`config.mk`:
```
export PLATFORM = sky130hd
export DESIGN_NAME = token_lexer_stream
export DESIGN_NICKNAME = d
export VERILOG_FILES = /design/src/hdl/tlex_pkg.sv /design/src/hdl/token_lexer_stream.sv /design/src/hdl/tlex_datapath.sv /design/src/hdl/tlex_ctrl.sv
export SDC_FILE = /design/constraint.sdc
export NUM_CORES = 1
export LEC_CHECK = 0
export BUFFER_PORTS_ARGS = -buffer_cell sky130_fd_sc_hd__buf_2
export CAP_MARGIN = 20
export CORE_ASPECT_RATIO = 1.5
export CORE_MARGIN = 4
export CORE_UTILIZATION = 62
export CTS_BUF_LIST = sky130_fd_sc_hd__clkbuf_8
export CTS_CLUSTER_SIZE = 12
export DETAILED_ROUTE_END_ITERATION = 7
export MAX_ROUTING_LAYER = met4
export PLACE_DENSITY_LB_ADDON = 0.08
export SETUP_SLACK_MARGIN = 0.05
export SKIP_LAST_GASP = 1
export SYNTH_ARGS = -nofsm -noshare
export SYNTH_HDL_FRONTEND = slang
export SYNTH_SLANG_ARGS = --single-unit
```
`constraint.sdc`:
```
create_clock -name i_clk -period 8.8 [get_ports i_clk]
set_input_delay 0.88 -clock i_clk [delete_from_list [all_inputs] [get_ports i_clk]]
set_output_delay 0.88 -clock i_clk [all_outputs]
set_load 0.01 [all_outputs]
```
`src/hdl/tlex_pkg.sv`:
```
// Shared constants, types and trie functions of the token lexer.
`default_nettype none
package tlex_pkg;

    localparam int LookDepth = 8;
    localparam int LineBits  = 16;
    localparam int QDepth    = LookDepth + 2;
    localparam int CntW      = $clog2(LookDepth + 1);
    localparam int IdxW      = $clog2(LookDepth);
    localparam int QLenW     = $clog2(QDepth + 1);
    localparam int MaxRes    = 10;
    localparam int NemW      = $clog2(MaxRes + 1);

    localparam logic [2:0] MODE_IDLE    = 3'd0;
    localparam logic [2:0] MODE_BAR     = 3'd1;
    localparam logic [2:0] MODE_COMMENT = 3'd2;
    localparam logic [2:0] MODE_STRING  = 3'd3;
    localparam logic [2:0] MODE_ESCAPE  = 3'd4;
    localparam logic [2:0] MODE_NAME    = 3'd5;
    localparam logic [2:0] MODE_PUNCT   = 3'd6;

    localparam logic [4:0] KIND_BAD    = 5'd0;
    localparam logic [4:0] KIND_END    = 5'd1;
    localparam logic [4:0] KIND_STRING = 5'd2;
    localparam logic [4:0] KIND_NAME   = 5'd3;
    localparam logic [4:0] KIND_BAR    = 5'd19;

    typedef struct packed {
        logic load;
        logic proc;
        logic res_emit;
        logic res_req;
        logic fin_mode;
        logic end_tok;
        logic close;
    } t_cmd;

    typedef struct packed {
        logic go;
        logic q_empty;
        logic is_punct;
        logic resolve_hit;
        logic emit_last;
        logic req_done;
        logic pend_valid;
    } t_stat;

    // Bit 5 set when the edge exists; bits 4..0 the next node.
    function automatic logic [5:0] trie_next(input logic [4:0] node, input logic [7:0] c);
        logic [5:0] r;
        r = 6'd0;
        case (node)
            5'd0: begin
                case (c)
                    "(": r = {1'b1, 5'd1};
                    "+": r = {1'b1, 5'd2};
                    ")": r = {1'b1, 5'd3};
                    ",": r = {1'b1, 5'd4};
                    ":": r = {1'b1, 5'd5};
                    ";": r = {1'b1, 5'd8};
                    "=": r = {1'b1, 5'd9};
                    "-": r = {1'b1, 5'd11};
                    "~": r = {1'b1, 5'd13};
                    "{": r = {1'b1, 5'd15};
                    "}": r = {1'b1, 5'd16};
                    "[": r = {1'b1, 5'd17};
                    "]": r = {1'b1, 5'd18};
                    "%": r = {1'b1, 5'd19};
                    default: r = 6'd0;
                endcase
            end
            5'd5:  if (c == ":") r = {1'b1, 5'd6};
            5'd6:  if (c == "=") r = {1'b1, 5'd7};
            5'd9:  if (c == "=") r = {1'b1, 5'd10};
            5'd11: if (c == ">") r = {1'b1, 5'd12};
            5'd13: if (c == "=") r = {1'b1, 5'd14};
            5'd19: if (c == "i") r = {1'b1, 5'd20};
            5'd20: if (c == "n") r = {1'b1, 5'd21};
            5'd21: if (c == "c") r = {1'b1, 5'd22};
            5'd22: if (c == "l") r = {1'b1, 5'd23};
            5'd23: if (c == "u") r = {1'b1, 5'd24};
            5'd24: if (c == "d") r = {1'b1, 5'd25};
            5'd25: if (c == "e") r = {1'b1, 5'd26};
            default: r = 6'd0;
        endcase
        return r;
    endfunction

    function automatic logic [4:0] node_kind(input logic [4:0] node);
        logic [4:0] k;
        case (node)
            5'd1:  k = 5'd4;
            5'd2:  k = 5'd5;
            5'd3:  k = 5'd6;
            5'd4:  k = 5'd7;
            5'd5:  k = 5'd8;
            5'd7:  k = 5'd9;
            5'd8:  k = 5'd10;
            5'd9:  k = 5'd13;
            5'd10: k = 5'd11;
            5'd12: k = 5'd12;
            5'd14: k = 5'd14;
            5'd15: k = 5'd15;
            5'd16: k = 5'd16;
            5'd17: k = 5'd17;
            5'd18: k = 5'd18;
            5'd26: k = 5'd20;
            default: k = 5'd0;
        endcase
        return k;
    endfunction

    function automatic logic node_leaf(input logic [4:0] node);
        logic l;
        case (node)
            5'd0, 5'd5, 5'd6, 5'd9, 5'd11, 5'd13, 5'd19, 5'd20, 5'd21,
            5'd22, 5'd23, 5'd24, 5'd25: l = 1'b0;
            default: l = 1'b1;
        endcase
        return l;
    endfunction

    function automatic logic is_alpha(input logic [7:0] c);
        return (c >= "a" && c <= "z") || (c >= "A" && c <= "Z") || c == "_";
    endfunction

    function automatic logic is_alnum(input logic [7:0] c);
        return is_alpha(c) || (c >= "0" && c <= "9");
    endfunction

    function automatic logic [7:0] esc_map(input logic [7:0] c);
        logic [7:0] r;
        case (c)
            "b":     r = 8'd8;
            "f":     r = 8'd12;
            "n":     r = 8'd10;
            "r":     r = 8'd13;
            "t":     r = 8'd9;
            default: r = c;
        endcase
        return r;
    endfunction

endpackage
`default_nettype wire

```
`src/hdl/token_lexer_stream.sv`:
```
// Top level of the streaming tokenizer: controller, datapath and stream ports.
//
//  port group  dir  tdata                               tuser       tlast
//  s_axis      in   char_code[7:0]                      -           end_mark
//  m_axis      out  text_byte, first, last_tok, line,   token_kind  last_of_run
//                   string_broken
//
//  A source byte is accepted and lexed step by step; the controller then sees
//  the queue empty and closes the run. A failed punctuation match emits the
//  matched bytes and replays the rest before lexing goes on; an end-of-input
//  beat flushes any open match or mode, then emits an end token and closes.
//  The newest result waits in a pending stage until a newer one or the close.
//  Reset is synchronous; the line count restarts at 1. A stalled output
//  freezes the controller whenever the pending stage and output are both full.
`default_nettype none
module token_lexer_stream
    import tlex_pkg::*;
(
    input  wire logic        i_clk,
    input  wire logic        i_rst_n,
    input  wire logic        s_axis_tvalid,
    output logic             s_axis_tready,
    input  wire logic [7:0]  s_axis_tdata,   // [7:0] char_code
    input  wire logic        s_axis_tlast,
    output logic             m_axis_tvalid,
    input  wire logic        m_axis_tready,
    output logic [31:0]      m_axis_tdata,   // [7:0] text_byte, [8] first_of_token,
                                             // [9] last_of_token, [25:10] line_number,
                                             // [26] string_broken
    output logic [4:0]       m_axis_tuser,   // [4:0] token_kind
    output logic             m_axis_tlast
);

    t_cmd        cmd;
    t_stat       stat;
    logic [7:0]  out_byte;
    logic        out_first, out_last_tok, out_broken;
    logic [15:0] out_line;

    tlex_ctrl u_ctrl (
        .i_clk      (i_clk),
        .i_rst_n    (i_rst_n),
        .i_in_valid (s_axis_tvalid),
        .i_in_end   (s_axis_tlast),
        .o_in_ready (s_axis_tready),
        .i_stat     (stat),
        .o_cmd      (cmd)
    );

    tlex_datapath u_dp (
        .i_clk       (i_clk),
        .i_rst_n     (i_rst_n),
        .i_cmd       (cmd),
        .o_stat      (stat),
        .i_in_byte   (s_axis_tdata),
        .i_out_ready (m_axis_tready),
        .o_out_valid (m_axis_tvalid),
        .o_kind      (m_axis_tuser),
        .o_byte      (out_byte),
        .o_first     (out_first),
        .o_last_tok  (out_last_tok),
        .o_last_run  (m_axis_tlast),
        .o_line      (out_line),
        .o_broken    (out_broken)
    );

    assign m_axis_tdata = {5'd0, out_broken, out_line, out_last_tok, out_first, out_byte};

    a_idle_clean: assert property (@(posedge i_clk) disable iff (!i_rst_n)
        s_axis_tready |-> (stat.q_empty && !stat.pend_valid))
        else $error("input taken with work still queued");

    a_one_cmd: assert property (@(posedge i_clk) disable iff (!i_rst_n)
        $onehot0({cmd.proc, cmd.res_emit, cmd.res_req, cmd.fin_mode, cmd.end_tok,
                  cmd.close}))
        else $error("more than one datapath command");

    a_end_flush: assert property (@(posedge i_clk) disable iff (!i_rst_n)
        (s_axis_tvalid && s_axis_tready && s_axis_tlast) |=> !s_axis_tready)
        else $error("end of input not flushed");

endmodule
`default_nettype wire

```
`src/hdl/tlex_datapath.sv`:
```
// Lexer datapath: mode and match registers, lookahead, replay queue, result stages.
`default_nettype none
module tlex_datapath
    import tlex_pkg::*;
(
    input  wire logic                  i_clk,
    input  wire logic                  i_rst_n,
    input  wire t_cmd                  i_cmd,
    output t_stat                      o_stat,
    input  wire logic [7:0]            i_in_byte,
    input  wire logic                  i_out_ready,
    output logic                       o_out_valid,
    output logic [4:0]                 o_kind,
    output logic [7:0]                 o_byte,
    output logic                       o_first,
    output logic                       o_last_tok,
    output logic                       o_last_run,
    output logic [15:0]                o_line,
    output logic                       o_broken
);

    logic [2:0]          r_mode, n_mode;
    logic [4:0]          r_node, n_node;
    logic [7:0]          r_buf [LookDepth];
    logic [CntW-1:0]     r_cnt, n_cnt;
    logic [CntW-1:0]     r_best_len, n_best_len;
    logic [4:0]          r_best_kind, n_best_kind;
    logic [CntW-1:0]     r_ridx, n_ridx;
    logic [8:0]          r_held, n_held;
    logic                r_hfirst, n_hfirst;
    logic [LineBits-1:0] r_line, n_line;
    logic [7:0]          r_q [QDepth];
    logic [QLenW-1:0]    r_qlen;
    logic [NemW-1:0]     r_nemit;

    logic                r_pend_valid;
    logic [4:0]          r_pend_kind;
    logic [7:0]          r_pend_byte;
    logic                r_pend_first, r_pend_last, r_pend_broken;
    logic [15:0]         r_pend_line;
    logic                r_out_valid;

    logic [7:0]          c;
    logic [LineBits-1:0] line_inc;
    logic                is_p;
    logic [4:0]          base_node;
    logic [CntW-1:0]     base_cnt, base_blen, p_cnt1;
    logic [4:0]          base_bkind;
    logic [5:0]          tn;
    logic                p_fail;
    logic [4:0]          p_kind;
    logic                p_leaf;
    logic                best_ok;
    logic [CntW-1:0]     res_k;
    logic [IdxW-1:0]     rd_idx;
    logic [7:0]          buf_rd;
    logic                buf_we;
    logic                consume, prepend, hit;
    logic                emit_req, emit_do;
    logic [4:0]          e_kind;
    logic [7:0]          e_byte;
    logic                e_first, e_last, e_broken;
    logic [LineBits-1:0] e_line;
    logic                go;

    assign c        = r_q[0];
    assign line_inc = (r_line != '1) ? r_line + LineBits'(1) : r_line;

    assign is_p       = (r_mode == MODE_PUNCT);
    assign base_node  = is_p ? r_node : 5'd0;
    assign base_cnt   = is_p ? r_cnt : '0;
    assign base_blen  = is_p ? r_best_len : '0;
    assign base_bkind = is_p ? r_best_kind : 5'd0;
    assign tn         = trie_next(base_node, c);
    assign p_fail     = !tn[5] || (base_cnt >= CntW'(LookDepth));
    assign p_cnt1     = base_cnt + CntW'(1);
    assign p_kind     = node_kind(tn[4:0]);
    assign p_leaf     = node_leaf(tn[4:0]);

    assign best_ok = (r_best_len != '0) && (r_best_len <= r_cnt);
    assign res_k   = best_ok ? r_best_len : CntW'(1);
    assign rd_idx  = i_cmd.res_req ? IdxW'(r_ridx - CntW'(1)) : IdxW'(r_ridx);
    assign buf_rd  = r_buf[rd_idx];

    assign go = !r_pend_valid || !r_out_valid || i_out_ready;

    always_comb begin
        n_mode      = r_mode;
        n_node      = r_node;
        n_cnt       = r_cnt;
        n_best_len  = r_best_len;
        n_best_kind = r_best_kind;
        n_ridx      = r_ridx;
        n_held      = r_held;
        n_hfirst    = r_hfirst;
        n_line      = r_line;
        buf_we      = 1'b0;
        consume     = 1'b0;
        prepend     = 1'b0;
        hit         = 1'b0;
        emit_req    = 1'b0;
        e_kind      = KIND_BAD;
        e_byte      = 8'd0;
        e_first     = 1'b1;
        e_last      = 1'b1;
        e_broken    = 1'b0;
        e_line      = r_line;

        if (i_cmd.proc) begin
            case (r_mode)
                MODE_BAR: begin
                    if (c == "|") begin
                        n_mode  = MODE_COMMENT;
                        consume = 1'b1;
                    end else begin
                        // lone bar: emit it and relex this byte
                        emit_req = 1'b1;
                        e_kind   = KIND_BAR;
                        e_byte   = "|";
                        n_mode   = MODE_IDLE;
                    end
                end
                MODE_COMMENT: begin
                    consume = 1'b1;
                    if (c == 8'd10) begin
                        n_line = line_inc;
                        n_mode = MODE_IDLE;
                    end
                end
                MODE_STRING: begin
                    consume = 1'b1;
                    if (c == 8'd10 || c == "\"") begin
                        emit_req = 1'b1;
                        e_kind   = KIND_STRING;
                        e_byte   = r_held[8] ? r_held[7:0] : 8'd0;
                        e_first  = r_held[8] ? r_hfirst : 1'b1;
                        e_broken = (c == 8'd10);
                        n_held   = 9'd0;
                        n_hfirst = 1'b0;
                        n_mode   = MODE_IDLE;
                        if (c == 8'd10) n_line = line_inc;
                    end else if (c == "\\") begin
                        n_mode = MODE_ESCAPE;
                    end else begin
                        emit_req = r_held[8];
                        e_kind   = KIND_STRING;
                        e_byte   = r_held[7:0];
                        e_first  = r_hfirst;
                        e_last   = 1'b0;
                        if (r_held[8]) n_hfirst = 1'b0;
                        n_held   = {1'b1, c};
                    end
                end
                MODE_ESCAPE: begin
                    consume = 1'b1;
                    // an escaped newline is counted before the held byte leaves
                    if (c == 8'd10) begin
                        n_line = line_inc;
                        e_line = line_inc;
                    end
                    emit_req = r_held[8];
                    e_kind   = KIND_STRING;
                    e_byte   = r_held[7:0];
                    e_first  = r_hfirst;
                    e_last   = 1'b0;
                    if (r_held[8]) n_hfirst = 1'b0;
                    n_held   = {1'b1, esc_map(c)};
                    n_mode   = MODE_STRING;
                end
                MODE_NAME: begin
                    emit_req = 1'b1;
                    e_kind   = KIND_NAME;
                    if (is_alnum(c)) begin
                        consume  = 1'b1;
                        emit_req = r_held[8];
                        e_byte   = r_held[7:0];
                        e_first  = r_hfirst;
                        e_last   = 1'b0;
                        if (r_held[8]) n_hfirst = 1'b0;
                        n_held   = {1'b1, c};
                    end else begin
                        e_byte   = r_held[8] ? r_held[7:0] : 8'd0;
                        e_first  = r_held[8] ? r_hfirst : 1'b1;
                        n_held   = 9'd0;
                        n_hfirst = 1'b0;
                        n_mode   = MODE_IDLE;
                    end
                end
                MODE_IDLE, MODE_PUNCT: begin
                    if (!is_p && c == "|") begin
                        n_mode  = MODE_BAR;
                        consume = 1'b1;
                    end else if (!is_p && c == 8'd10) begin
                        n_line  = line_inc;
                        consume = 1'b1;
                    end else if (!is_p && (c == " " || c == 8'd9 || c == 8'd11 ||
                                           c == 8'd12 || c == 8'd13)) begin
                        consume = 1'b1;
                    end else if (!is_p && c == "\"") begin
                        n_mode   = MODE_STRING;
                        n_held   = 9'd0;
                        n_hfirst = 1'b1;
                        consume  = 1'b1;
                    end else if (!is_p && is_alpha(c)) begin
                        n_mode   = MODE_NAME;
                        n_held   = {1'b1, c};
                        n_hfirst = 1'b1;
                        consume  = 1'b1;
                    end else if (is_p || tn[5]) begin
                        if (p_fail) begin
                            // keep the byte queued; resolve the match first
                            hit = 1'b1;
                        end else begin
                            consume     = 1'b1;
                            buf_we      = 1'b1;
                            n_cnt       = p_cnt1;
                            n_node      = tn[4:0];
                            n_mode      = MODE_PUNCT;
                            n_best_len  = (p_kind != 5'd0) ? p_cnt1 : base_blen;
                            n_best_kind = (p_kind != 5'd0) ? p_kind : base_bkind;
                            hit         = p_leaf;
                        end
                    end else begin
                        consume  = 1'b1;
                        emit_req = 1'b1;
                        e_kind   = KIND_BAD;
                        e_byte   = c;
                    end
                end
                default: begin
                    n_mode = MODE_IDLE;
                end
            endcase
        end

        if (i_cmd.res_emit) begin
            emit_req = 1'b1;
            e_kind   = best_ok ? r_best_kind : KIND_BAD;
            e_byte   = buf_rd;
            e_first  = (r_ridx == '0);
            e_last   = (r_ridx == res_k - CntW'(1));
            n_ridx   = e_last ? r_cnt : r_ridx + CntW'(1);
        end

        if (i_cmd.res_req) begin
            if (r_ridx > res_k) begin
                prepend = 1'b1;
                n_ridx  = r_ridx - CntW'(1);
            end else begin
                n_ridx      = '0;
                n_cnt       = '0;
                n_best_len  = '0;
                n_best_kind = 5'd0;
                n_node      = 5'd0;
                n_mode      = MODE_IDLE;
            end
        end

        if (i_cmd.fin_mode) begin
            case (r_mode)
                MODE_BAR: begin
                    emit_req = 1'b1;
                    e_kind   = KIND_BAR;
                    e_byte   = "|";
                end
                MODE_STRING, MODE_ESCAPE, MODE_NAME: begin
                    emit_req = 1'b1;
                    e_kind   = (r_mode == MODE_NAME) ? KIND_NAME : KIND_STRING;
                    e_byte   = r_held[8] ? r_held[7:0] : 8'd0;
                    e_first  = r_held[8] ? r_hfirst : 1'b1;
                    e_broken = (r_mode != MODE_NAME);
                end
                default: begin
                    emit_req = 1'b0;
                end
            endcase
        end

        if (i_cmd.end_tok) begin
            emit_req    = 1'b1;
            e_kind      = KIND_END;
            n_mode      = MODE_IDLE;
            n_node      = 5'd0;
            n_cnt       = '0;
            n_best_len  = '0;
            n_best_kind = 5'd0;
            n_ridx      = '0;
            n_held      = 9'd0;
            n_hfirst    = 1'b0;
            n_line      = LineBits'(1);
        end
    end

    assign emit_do = emit_req && (r_nemit < NemW'(MaxRes));

    always_ff @(posedge i_clk) begin
        if (!i_rst_n) begin
            r_mode      <= MODE_IDLE;
            r_node      <= 5'd0;
            r_cnt       <= '0;
            r_best_len  <= '0;
            r_best_kind <= 5'd0;
            r_ridx      <= '0;
            r_held      <= 9'd0;
            r_hfirst    <= 1'b0;
            r_line      <= LineBits'(1);
        end else begin
            r_mode      <= n_mode;
            r_node      <= n_node;
            r_cnt       <= n_cnt;
            r_best_len  <= n_best_len;
            r_best_kind <= n_best_kind;
            r_ridx      <= n_ridx;
            r_held      <= n_held;
            r_hfirst    <= n_hfirst;
            r_line      <= n_line;
        end
    end

    always_ff @(posedge i_clk) begin
        if (buf_we) r_buf[IdxW'(base_cnt)] <= c;
    end

    always_ff @(posedge i_clk) begin
        if (!i_rst_n) begin
            r_qlen <= '0;
        end else if (i_cmd.load) begin
            r_q[0] <= i_in_byte;
            r_qlen <= QLenW'(1);
        end else if (i_cmd.end_tok) begin
            r_qlen <= '0;
        end else if (consume) begin
            for (int i = 0; i < QDepth - 1; i++) r_q[i] <= r_q[i + 1];
            r_qlen <= r_qlen - QLenW'(1);
        end else if (prepend && r_qlen < QLenW'(QDepth)) begin
            for (int i = 1; i < QDepth; i++) r_q[i] <= r_q[i - 1];
            r_q[0] <= buf_rd;
            r_qlen <= r_qlen + QLenW'(1);
        end
    end

    always_ff @(posedge i_clk) begin
        if (!i_rst_n) begin
            r_nemit <= '0;
        end else if (i_cmd.close) begin
            r_nemit <= '0;
        end else if (emit_do) begin
            r_nemit <= r_nemit + NemW'(1);
        end
    end

    // pending stage holds the newest item until it is known whether it ends the run
    always_ff @(posedge i_clk) begin
        if (!i_rst_n) begin
            r_pend_valid <= 1'b0;
            r_out_valid  <= 1'b0;
        end else begin
            if ((emit_do || i_cmd.close) && r_pend_valid) begin
                r_out_valid <= 1'b1;
                o_kind      <= r_pend_kind;
                o_byte      <= r_pend_byte;
                o_first     <= r_pend_first;
                o_last_tok  <= r_pend_last;
                o_line      <= r_pend_line;
                o_broken    <= r_pend_broken;
                o_last_run  <= i_cmd.close;
            end else if (r_out_valid && i_out_ready) begin
                r_out_valid <= 1'b0;
            end
            if (emit_do) begin
                r_pend_valid  <= 1'b1;
                r_pend_kind   <= e_kind;
                r_pend_byte   <= e_byte;
                r_pend_first  <= e_first;
                r_pend_last   <= e_last;
                r_pend_broken <= e_broken;
                r_pend_line   <= 16'(e_line);
            end else if (i_cmd.close) begin
                r_pend_valid <= 1'b0;
            end
        end
    end

    assign o_out_valid = r_out_valid;

    assign o_stat = '{go:          go,
                      q_empty:     (r_qlen == '0),
                      is_punct:    is_p,
                      resolve_hit: hit,
                      emit_last:   (r_ridx == res_k - CntW'(1)),
                      req_done:    (r_ridx <= res_k),
                      pend_valid:  r_pend_valid};

endmodule
`default_nettype wire

```
`src/hdl/tlex_ctrl.sv`:
```
// Lexer controller: sequences byte processing, match resolution and end-of-input flush.
`default_nettype none
module tlex_ctrl
    import tlex_pkg::*;
(
    input  wire logic  i_clk,
    input  wire logic  i_rst_n,
    input  wire logic  i_in_valid,
    input  wire logic  i_in_end,
    output logic       o_in_ready,
    input  wire t_stat i_stat,
    output t_cmd       o_cmd
);

    localparam logic [2:0] S_IDLE   = 3'd0;
    localparam logic [2:0] S_PROC   = 3'd1;
    localparam logic [2:0] S_EMIT   = 3'd2;
    localparam logic [2:0] S_REQ    = 3'd3;
    localparam logic [2:0] S_FLUSH  = 3'd4;
    localparam logic [2:0] S_ENDTOK = 3'd5;
    localparam logic [2:0] S_CLOSE  = 3'd6;

    logic [2:0] r_state, n_state;
    logic       r_flush, n_flush;
    t_cmd       cmd_raw;
    logic       adv;

    assign o_in_ready = (r_state == S_IDLE);
    assign adv        = i_stat.go || (r_state == S_IDLE);

    always_comb begin
        cmd_raw = '0;
        n_state = r_state;
        n_flush = r_flush;
        case (r_state)
            S_IDLE: begin
                if (i_in_valid) begin
                    // an end beat carries no byte to lex
                    cmd_raw.load = !i_in_end;
                    n_flush      = i_in_end;
                    n_state      = i_in_end ? S_FLUSH : S_PROC;
                end
            end
            S_PROC: begin
                if (i_stat.q_empty) begin
                    n_state = r_flush ? S_FLUSH : S_CLOSE;
                end else begin
                    cmd_raw.proc = 1'b1;
                    if (i_stat.resolve_hit) n_state = S_EMIT;
                end
            end
            S_EMIT: begin
                cmd_raw.res_emit = 1'b1;
                if (i_stat.emit_last) n_state = S_REQ;
            end
            S_REQ: begin
                cmd_raw.res_req = 1'b1;
                if (i_stat.req_done) n_state = S_PROC;
            end
            S_FLUSH: begin
                if (i_stat.is_punct) begin
                    n_state = S_EMIT;
                end else begin
                    cmd_raw.fin_mode = 1'b1;
                    n_state          = S_ENDTOK;
                end
            end
            S_ENDTOK: begin
                cmd_raw.end_tok = 1'b1;
                n_state         = S_CLOSE;
            end
            S_CLOSE: begin
                cmd_raw.close = 1'b1;
                n_flush       = 1'b0;
                n_state       = S_IDLE;
            end
            default: begin
                n_state = S_IDLE;
            end
        endcase
    end

    // hold everything while the result stages are full
    assign o_cmd = adv ? cmd_raw : '0;

    always_ff @(posedge i_clk) begin
        if (!i_rst_n) begin
            r_state <= S_IDLE;
            r_flush <= 1'b0;
        end else if (adv) begin
            r_state <= n_state;
            r_flush <= n_flush;
        end
    end

endmodule
`default_nettype wire
```
==> results.yml, run 1 <==
power:
  power_mw: 3.12
  internal_power_mw: 2.21
  leakage_nw: 5.24
  comb_power_share_pct: 18.0
  p_clk_share_pct: 31.5
  irDropWorstVdd_mv: 0.137
  power_density_nw_per_um2: 206
  switching_share_pct: 29.0
  p_switching_mw: 0.906
  seqPwrFrac_pct: 50.5
worst_setup_path:
  crit_chain: "inv_1 > ha_1 > nor2b_1 > o21a_1 > o21a_1 > o21ai_0 > nand2_1 > ha_1 > nor2b_1 > o21a_1 > o21a_1 > o2111ai_1 > nor2_1 > nand2_1 > nor2_4 > buf_4 > mux2_2"
  path_common_cell: "o21a_1"
  endpoint_kind: "flop"
  crit_required_ns: 9.10
  slowest_delay_ns: 0.79
  critPathLaunchType: "flop"
  crit_buf_inv: 2
  crit_arrival_ns: 5.82
  r2r_slack_ns: 3.28
  cp_max_fo: 52
  path_class: "flop to flop"
  critPathTopFamily: "simple AND/OR/NAND/NOR gates"
  slowest_stage: "nor2_4"
synthesis:
  ys_seq_area_share_pct: 54.2
  syn_inst: 1202
  synth_area_leader_cell: "edfxtp_1"
  syn-cell-area_um2: 14000
  synth_top_area_share_pct: 44.9
  synth_cell_types: 100
  synth.avg_cell_area_um2: 11.6
  async_reset_ff_share_pct: 0
  synth-seq-cells: 274
  synth_area_leaders: "edfxtp_1, dfxtp_1, mux2_2"
  ys_dominant_reg_cell: "edfxtp_1"
  synth-edff-count: 209
  synth_warnings: 0
floorplan:
  rows: 67
  die_h_um: 192
  start_util_pct: 62.7
  ios: 53
  die_width_um: 131
  die_area_um2: 25100
  coreArea_um2: 22300
run:
  drv_cap: 0
clock_tree:
  clk_latency_ns: 0.57
  cts_hold_buf: 0
  cts_made_buffers: 41
  clock_path_buffers: 3
  root_buffer: "clkbuf_8"
  cts_sinks: 274
  cts_resized: 0
  clk_pin_slew_ns: 0.07
  htree_levels: 2
  postCtsSetupBuffers: 0
  cts_tree: "built"
timing:
  timing.slew.headroom_pct: 23.6
  fin_tns_setup_ns: 0
  final-hold-violation-count: 0
  fin_skew_ns: 0.0282
  fin_crit_ns: 5.52
  worstMarginPinSlew_ns: 1.14
  timing.hold.ws_ns: 0.416
  setup_violations: 0
  finalCritPeriodShare_pct: 62.8
  fmax_ghz: 0.181
  rsz0062_at_grt: "no"
  slew_viol_final: 0
grt:
  grtUsageTotal_pct: 25.6
  grt_max_degree: 65
  grt_pass1_wl_mm: 49.4
  grt_overflow: 0
  grt_pass1_vias: 9477
  antenna_found_initial: 0
placement:
  placed_area_um2: 14400
  io_buffer_count: 47
  gp_congestion: 0.936
  dp_hpwl_mm: 20.8
cells_and_area:
  n_fill_cell: 1719
  register_area_um2: 7580
  drive_gt1_share_pct: 19.4
  antenna_cells: 0
  syn_to_final_growth_pct: 8.26
  post-route-util_pct: 67.9
  final_net_count: 1270
  multi_input_comb_area_um2: 6000
  stdcell_area_um2: 15100
detailed_routing:
  post_drt_wl_per_cell_um: 19.6
  drcViolationCount: 0
  num_vias: 9659
  routed_via_density: 6.26
  wl_mm: 30.2
  drtPass1Iterations: 5
  drtIter0Drc: 902
  drtAntennaViolNets: 0
run_status:
  status: "complete, no violations"
worst_hold_path:
  hold_class: "flop to flop"
-- cell usage after synthesis, drive strengths merged, types with 7 or more instances --
master,instances
and2,25
nand2,104
nor2,92
a31oi,13
nand3,39
a22oi,7
xor2,16
edfxtp,209
nor4,9
nor3,28
xnor2,19
dfxtp,65
nand2b,11
nand4,12
nor2b,15
ha,22
clkbuf,47
o2111ai,9
mux4,16
buf,31
mux2,66
mux2i,31
a21oi,72
o21a,8
a221o,7
or3,13
o211ai,7
a211oi,18
and3,11
and4b,7
o21ai,54
inv,24
-- sequential cells by signal (all words and copies together), names as in the netlist, 5 cells and up --
name / flops
u_dp.r_pend_line: 16
u_dp.o_line: 16
u_dp.r_buf: 64
u_dp.r_held: 9
u_dp.r_node: 5
u_dp.r_pend_kind: 5
u_dp.r_q: 80
u_dp.r_pend_byte: 8
u_dp.r_line: 16
u_dp.o_kind: 5
u_dp.o_byte: 8
u_dp.r_best_kind: 5
-- worst paths after layout --
kind                                                   startpoint                         to  cells past startpoint
worst max-delay path                     u_dp.r_cnt[1]$_SDFF_PP0_  u_dp.r_q[0][25]$_DFFE_PP_                     17
worst min-delay path            u_dp.r_pend_kind[0]$_SDFFCE_PP1P_   u_dp.o_kind[0]$_DFFE_PP_                      0
worst max register to register           u_dp.r_cnt[1]$_SDFF_PP0_  u_dp.r_q[0][25]$_DFFE_PP_                     17
worst min register to register  u_dp.r_pend_kind[0]$_SDFFCE_PP1P_   u_dp.o_kind[0]$_DFFE_PP_                      0
-- final cells by class --
type,count,area share [%]
timing repair buffer,63,2.35
tap,276,2.28
clock inverter,31,1.12
multi-input combinational,830,39.6
clock buffer,44,4.00
sequential,274,50.0
inverter,24,0.595
-- routing by layer --
layer  vias to the layer above  GRT usage (%)  share of wire [%]
met1                      4667           31.6                 40
met2                       300           41.6                 50
met4                         0           11.8                4.7
met3                        78           3.70                5.0
li1                       4614              -                  -
met5                         -              -                  0
-- power groups by stage --
| stage | combinational [mW] | sequential, mW | clock, mW |
|---|---|---|---|
| after CTS | 0.564 | 1.57 | 1.01 |
| after floorplan | 0.434 | 1.57 | 0 |
| after global routing | 0.615 | 1.59 | 1.07 |
| after detailed placement | 0.563 | 1.60 | 0 |
| after global placement | 0.555 | 1.60 | 0 |
| final | 0.562 | 1.57 | 0.983 |
-- worst reg2reg max path, delay by kind of cell (launching register included) --
family | cells | cell delay [ns]
muxes | 1 | 0.43
DFF | 1 | 0.48
adders and majority gates | 2 | 0.62
and+or+nand+nor | 6 | 1.74
AOI/OAI and AO/OA | 6 | 1.22
buffers and inverters | 2 | 0.78
-- cells by family (layout without fill, tap and decap cells) --
family	count (synthesis)	in the layout	share of synthesized area [%]
adder cells (fa/ha/maj)	23	23	2.11
buffers and inverters	102	162	3.37
other	1	5	0.0268
AO/OA/AOI/OAI	249	249	12.4
AND/OR/NAND/NOR	405	405	15.6
flip-flops	274	274	54.2
multiplexers	113	113	10.1
XOR/XNOR	35	35	2.24
-- layout by cell type, fill, tap and decap left out, types with 6 or more instances in the layout --
cell and count:
a211oi_1 17, a21oi_1 69, a221o_1 7, a22oi_1 7, a31oi_1 13, and2_1 23, and3_1 11, and4b_1 7
buf_2 47, buf_4 16, clkbuf_8 44, clkinv_1 13, clkinv_2 9, dfxtp_1 65, edfxtp_1 209, ha_1 22
inv_1 29, mux2_2 66, mux2i_1 31, mux4_2 16, nand2_1 103, nand2b_1 10, nand3_1 39, nand4_1 11
nand4b_1 6, nor2_1 90, nor2b_1 15, nor3_1 22, nor3_2 6, nor4_1 6, o2111ai_1 8, o211ai_1 7
o21a_1 8, o21ai_0 47, or3_1 12, xnor2_1 18, xor2_1 16
-- through the flow --
| stage | std cells | setup WS (ns) |
|---|---|---|
| 2_1_floorplan | 1206 | 2.40 |
| 3_3_place_gp | 1467 | 3.47 |
| 3_5_place_dp | 1467 | 3.37 |
| 4_1_cts | 1542 | 3.31 |
| 5_1_grt | 1542 | 2.83 |
| 6_report | 1542 | 3.28 |
No activity file was read; power rests on OpenSTA's default activity.
==> run 2, diff against run 1 <==
--- a/config.mk
+++ b/config.mk
@@ -5,6 +5,7 @@
 export SDC_FILE = /design/constraint.sdc
 export NUM_CORES = 1
 export LEC_CHECK = 0
+export ABC_AREA = 1
 export BUFFER_PORTS_ARGS = -buffer_cell sky130_fd_sc_hd__buf_2
 export CAP_MARGIN = 20
 export CORE_ASPECT_RATIO = 1.5
==> constraint.sdc (replaced) <==
create_clock -name i_clk -period 5.4 [get_ports i_clk]
set_input_delay 0.54 -clock i_clk [delete_from_list [all_inputs] [get_ports i_clk]]
set_output_delay 0.54 -clock i_clk [all_outputs]
set_load 0.01 [all_outputs]
==> run 2 against run 1 <==
  * Sequential share of layout area decreased by 2.2 points
  * First-iteration DRC count decreased by 2.4%
  * Critical path depth increased by 2
  * Synthesized cell count increased by 40%
  * Cell area increased by 4.7%
  * Register-to-register slack got worse by 2.4 ns
  * Via count increased by 24%
  * Wire length increased by 23%
  * Sequential cell count unchanged
  * Utilization increased by 0.84 points
  * Power increased by 76%
  * Die area increased by 3.8%
  * Critical path type unchanged
  * Largest cell class unchanged
  * Highest routed layer unchanged
==> results.yml, run 2 <==
power:
  switching_share_pct: 32.2
  power_density_nw_per_um2: 346
  seqPwrFrac_pct: 46.8
  power_mw: 5.49
  leakage_nw: 6.24
  irDropWorstVdd_mv: 0.258
  internal_power_mw: 3.72
  p_switching_mw: 1.77
  comb_power_share_pct: 22.5
  p_clk_share_pct: 30.7
grt:
  use_met2_pct: 49.7
  grt_util_met3_pct: 3.80
  grtUsageTotal_pct: 29.2
  grt_overflow: 0
  grt_max_degree: 82
  grtUsageMet1_pct: 34.2
  top_usage_layer: "met2"
  grt_pass1_wl_mm: 59.7
  antenna_found_initial: 0
  grt_pass1_vias: 11800
timing:
  timing.slew.headroom_pct: 32.1
  setup_violations: 0
  fmax_ghz: 0.222
  final-hold-violation-count: 0
  rsz0062_at_grt: "no"
  timing.hold.ws_ns: 0.264
  finalCritPeriodShare_pct: 83.6
  fin_crit_ns: 4.51
  slew_viol_final: 0
  fin_tns_setup_ns: 0
  worstMarginPinSlew_ns: 1.02
  fin_skew_ns: 0.0275
synthesis:
  syn_inst: 1677
  synth_cell_types: 58
  synth.avg_cell_area_um2: 8.68
  synth_area_leaders: "edfxtp_1, dfxtp_1, nand2_1"
  synth-seq-cells: 274
  synth_area_leader_cell: "edfxtp_1"
  synth_top_area_share_pct: 43.1
  ys_dominant_reg_cell: "edfxtp_1"
  async_reset_ff_share_pct: 0
  synthMostInstantiatedCell: "nand2_1"
  ys_seq_area_share_pct: 52.1
  synthTopCellsByCount: "nand2_1, edfxtp_1, o21ai_0, inv_1, nor2_1"
  synth_warnings: 0
  syn-cell-area_um2: 14600
  synth-edff-count: 209
worst_setup_path:
  cp_max_fo: 34
  path_common_cell: "inv_1"
  slowest_stage: "nand2_2"
  crit_chain: "inv_1 > ha_1 > inv_1 > o21bai_1 > nand2_1 > a32o_1 > o21ai_0 > or2_2 > ha_1 > inv_1 > nor2_1 > o21ai_0 > a32o_1 > nor2_1 > nand2_1 > nor2_4 > inv_2 > nand2_2 > buf_4"
  crit_required_ns: 5.64
  r2r_cells: 19
  timing.rr.start: "u_dp.r_cnt[1]$_SDFF_PP0_"
  endpoint_kind: "flop"
  path_class: "flop to flop"
  crit_buf_inv: 5
  critPathLaunchType: "flop"
  slowest_delay_ns: 0.48
  critPathTopFamily: "simple AND/OR/NAND/NOR gates"
  crit_arrival_ns: 4.75
  r2r_slack_ns: 0.89
  r2r-end: "u_dp.r_q[0][69]$_DFFE_PP_"
clock_tree:
  cts_resized: 0
  cts_made_buffers: 42
  htree_levels: 2
  root_buffer: "clkbuf_8"
  cts_sinks: 274
  cts_tree: "built"
  cts_hold_buf: 0
  clk_latency_ns: 0.57
  clock_path_buffers: 3
  postCtsSetupBuffers: 0
  clk_pin_slew_ns: 0.07
placement:
  io_buffer_count: 47
  placed_cells: 1995
  dp_hpwl_mm: 26.2
  placed_area_um2: 15100
  gp_congestion: 0.971
cells_and_area:
  largest_reg_flops: 80
  antenna_cells: 0
  regMostFlops: "u_dp.r_q"
  final_net_count: 1760
  syn_to_final_growth_pct: 8.93
  drive_gt1_share_pct: 11.7
  register_area_um2: 7580
  reg_top3: "u_dp.r_q x80, u_dp.r_buf x64"
  n_fill_cell: 1923
  stdcell_area_um2: 15900
  instances_no_fill: 2069
  final_common_cell: "nand2_1"
  multi_input_comb_area_um2: 5890
  layout_common_cells: "nand2_1, edfxtp_1, inv_1"
detailed_routing:
  post_drt_wl_per_cell_um: 17.9
  drtAntennaViolNets: 0
  drtIter0Drc: 880
  num_vias: 12000
  drtPass1Iterations: 6
  routed_via_density: 5.80
  wl_mm: 37.1
  drcViolationCount: 0
floorplan:
  rows: 68
  coreArea_um2: 23100
  ios: 53
  die_width_um: 133
  die_area_um2: 26000
  die_h_um: 196
  start_util_pct: 63.1
worst_hold_path:
  hold_class: "primary input to flop"
  hp-start: "m_axis_tready"
  hold_end: "u_dp.o_out_valid$_SDFFE_PN0P_"
  hold_depth: 3
run_status:
  status: "complete, no violations"
run:
  drv_cap: 0
run 2: layout make-up:
type                            instances  area share (%)
Clock buffer                           43            3.73
Multi-Input combinational cell       1130            37.2
Clock inverter                         31            1.30
Tap cell                              315            2.49
Timing Repair Buffer                   69            2.60
Sequential cell                       274            47.8
Inverter                              207            4.92
run 2: worst max path at each step:
stage,cells past startpoint,from,end
4_1_cts,19,u_dp.r_cnt[1]$_SDFF_PP0_,u_dp.r_q[0][53]$_DFFE_PP_
6_report,19,u_dp.r_cnt[1]$_SDFF_PP0_,u_dp.r_q[0][69]$_DFFE_PP_
3_5_place_dp,19,u_dp.r_cnt[1]$_SDFF_PP0_,u_dp.r_q[0][43]$_DFFE_PP_
3_3_place_gp,19,u_dp.r_cnt[1]$_SDFF_PP0_,u_dp.r_q[0][67]$_DFFE_PP_
2_1_floorplan,19,u_dp.r_cnt[2]$_SDFF_PP0_,u_dp.r_q[0][10]$_DFFE_PP_
5_1_grt,19,u_dp.r_cnt[1]$_SDFF_PP0_,u_dp.r_q[0][53]$_DFFE_PP_
run 2: routing by layer:
layer | up-vias | wire length (um)
met2 | 410 | 18900
met3 | 90 | 1870
met5 | - | 0
met1 | 5701 | 14700
met4 | 0 | 1690
li1 | 5808 | -
run 2: logic make-up after synthesis:
logic type | after synthesis | synth area share, %
other cells | 1 | 0.0258
xor+xnor | 22 | 1.32
flops | 274 | 52.1
buf+inv | 277 | 7.71
fa+ha+maj | 23 | 2.03
mux | 2 | 0.138
compound gates | 365 | 14.1
simple gates | 713 | 22.6
run 2: tightest hold or removal path: stages:
cell      delay [ns]
buf_2           0.09
nand3b_1        0.10
nand2_1         0.05
run 2: stage by stage:
| stage | util [%] | worst slack, ns |
|---|---|---|
| detailed placement | 65.3 | 0.934 |
| global route | 68.8 | 0.542 |
| CTS | 68.8 | 0.885 |
| finish | 68.8 | 0.885 |
| floorplan | - | 0.660 |
| global placement | 65.3 | 1.02 |
run 2: power groups by stage:
stage                     Combinational, mW  Sequential (mW)  Clock [mW]
after global placement                 1.21             2.60           0
after global routing                   1.37             2.58        1.82
after floorplan                       0.866             2.59           0
after CTS                              1.23             2.57        1.72
after detailed placement               1.22             2.61           0
final                                  1.23             2.57        1.69
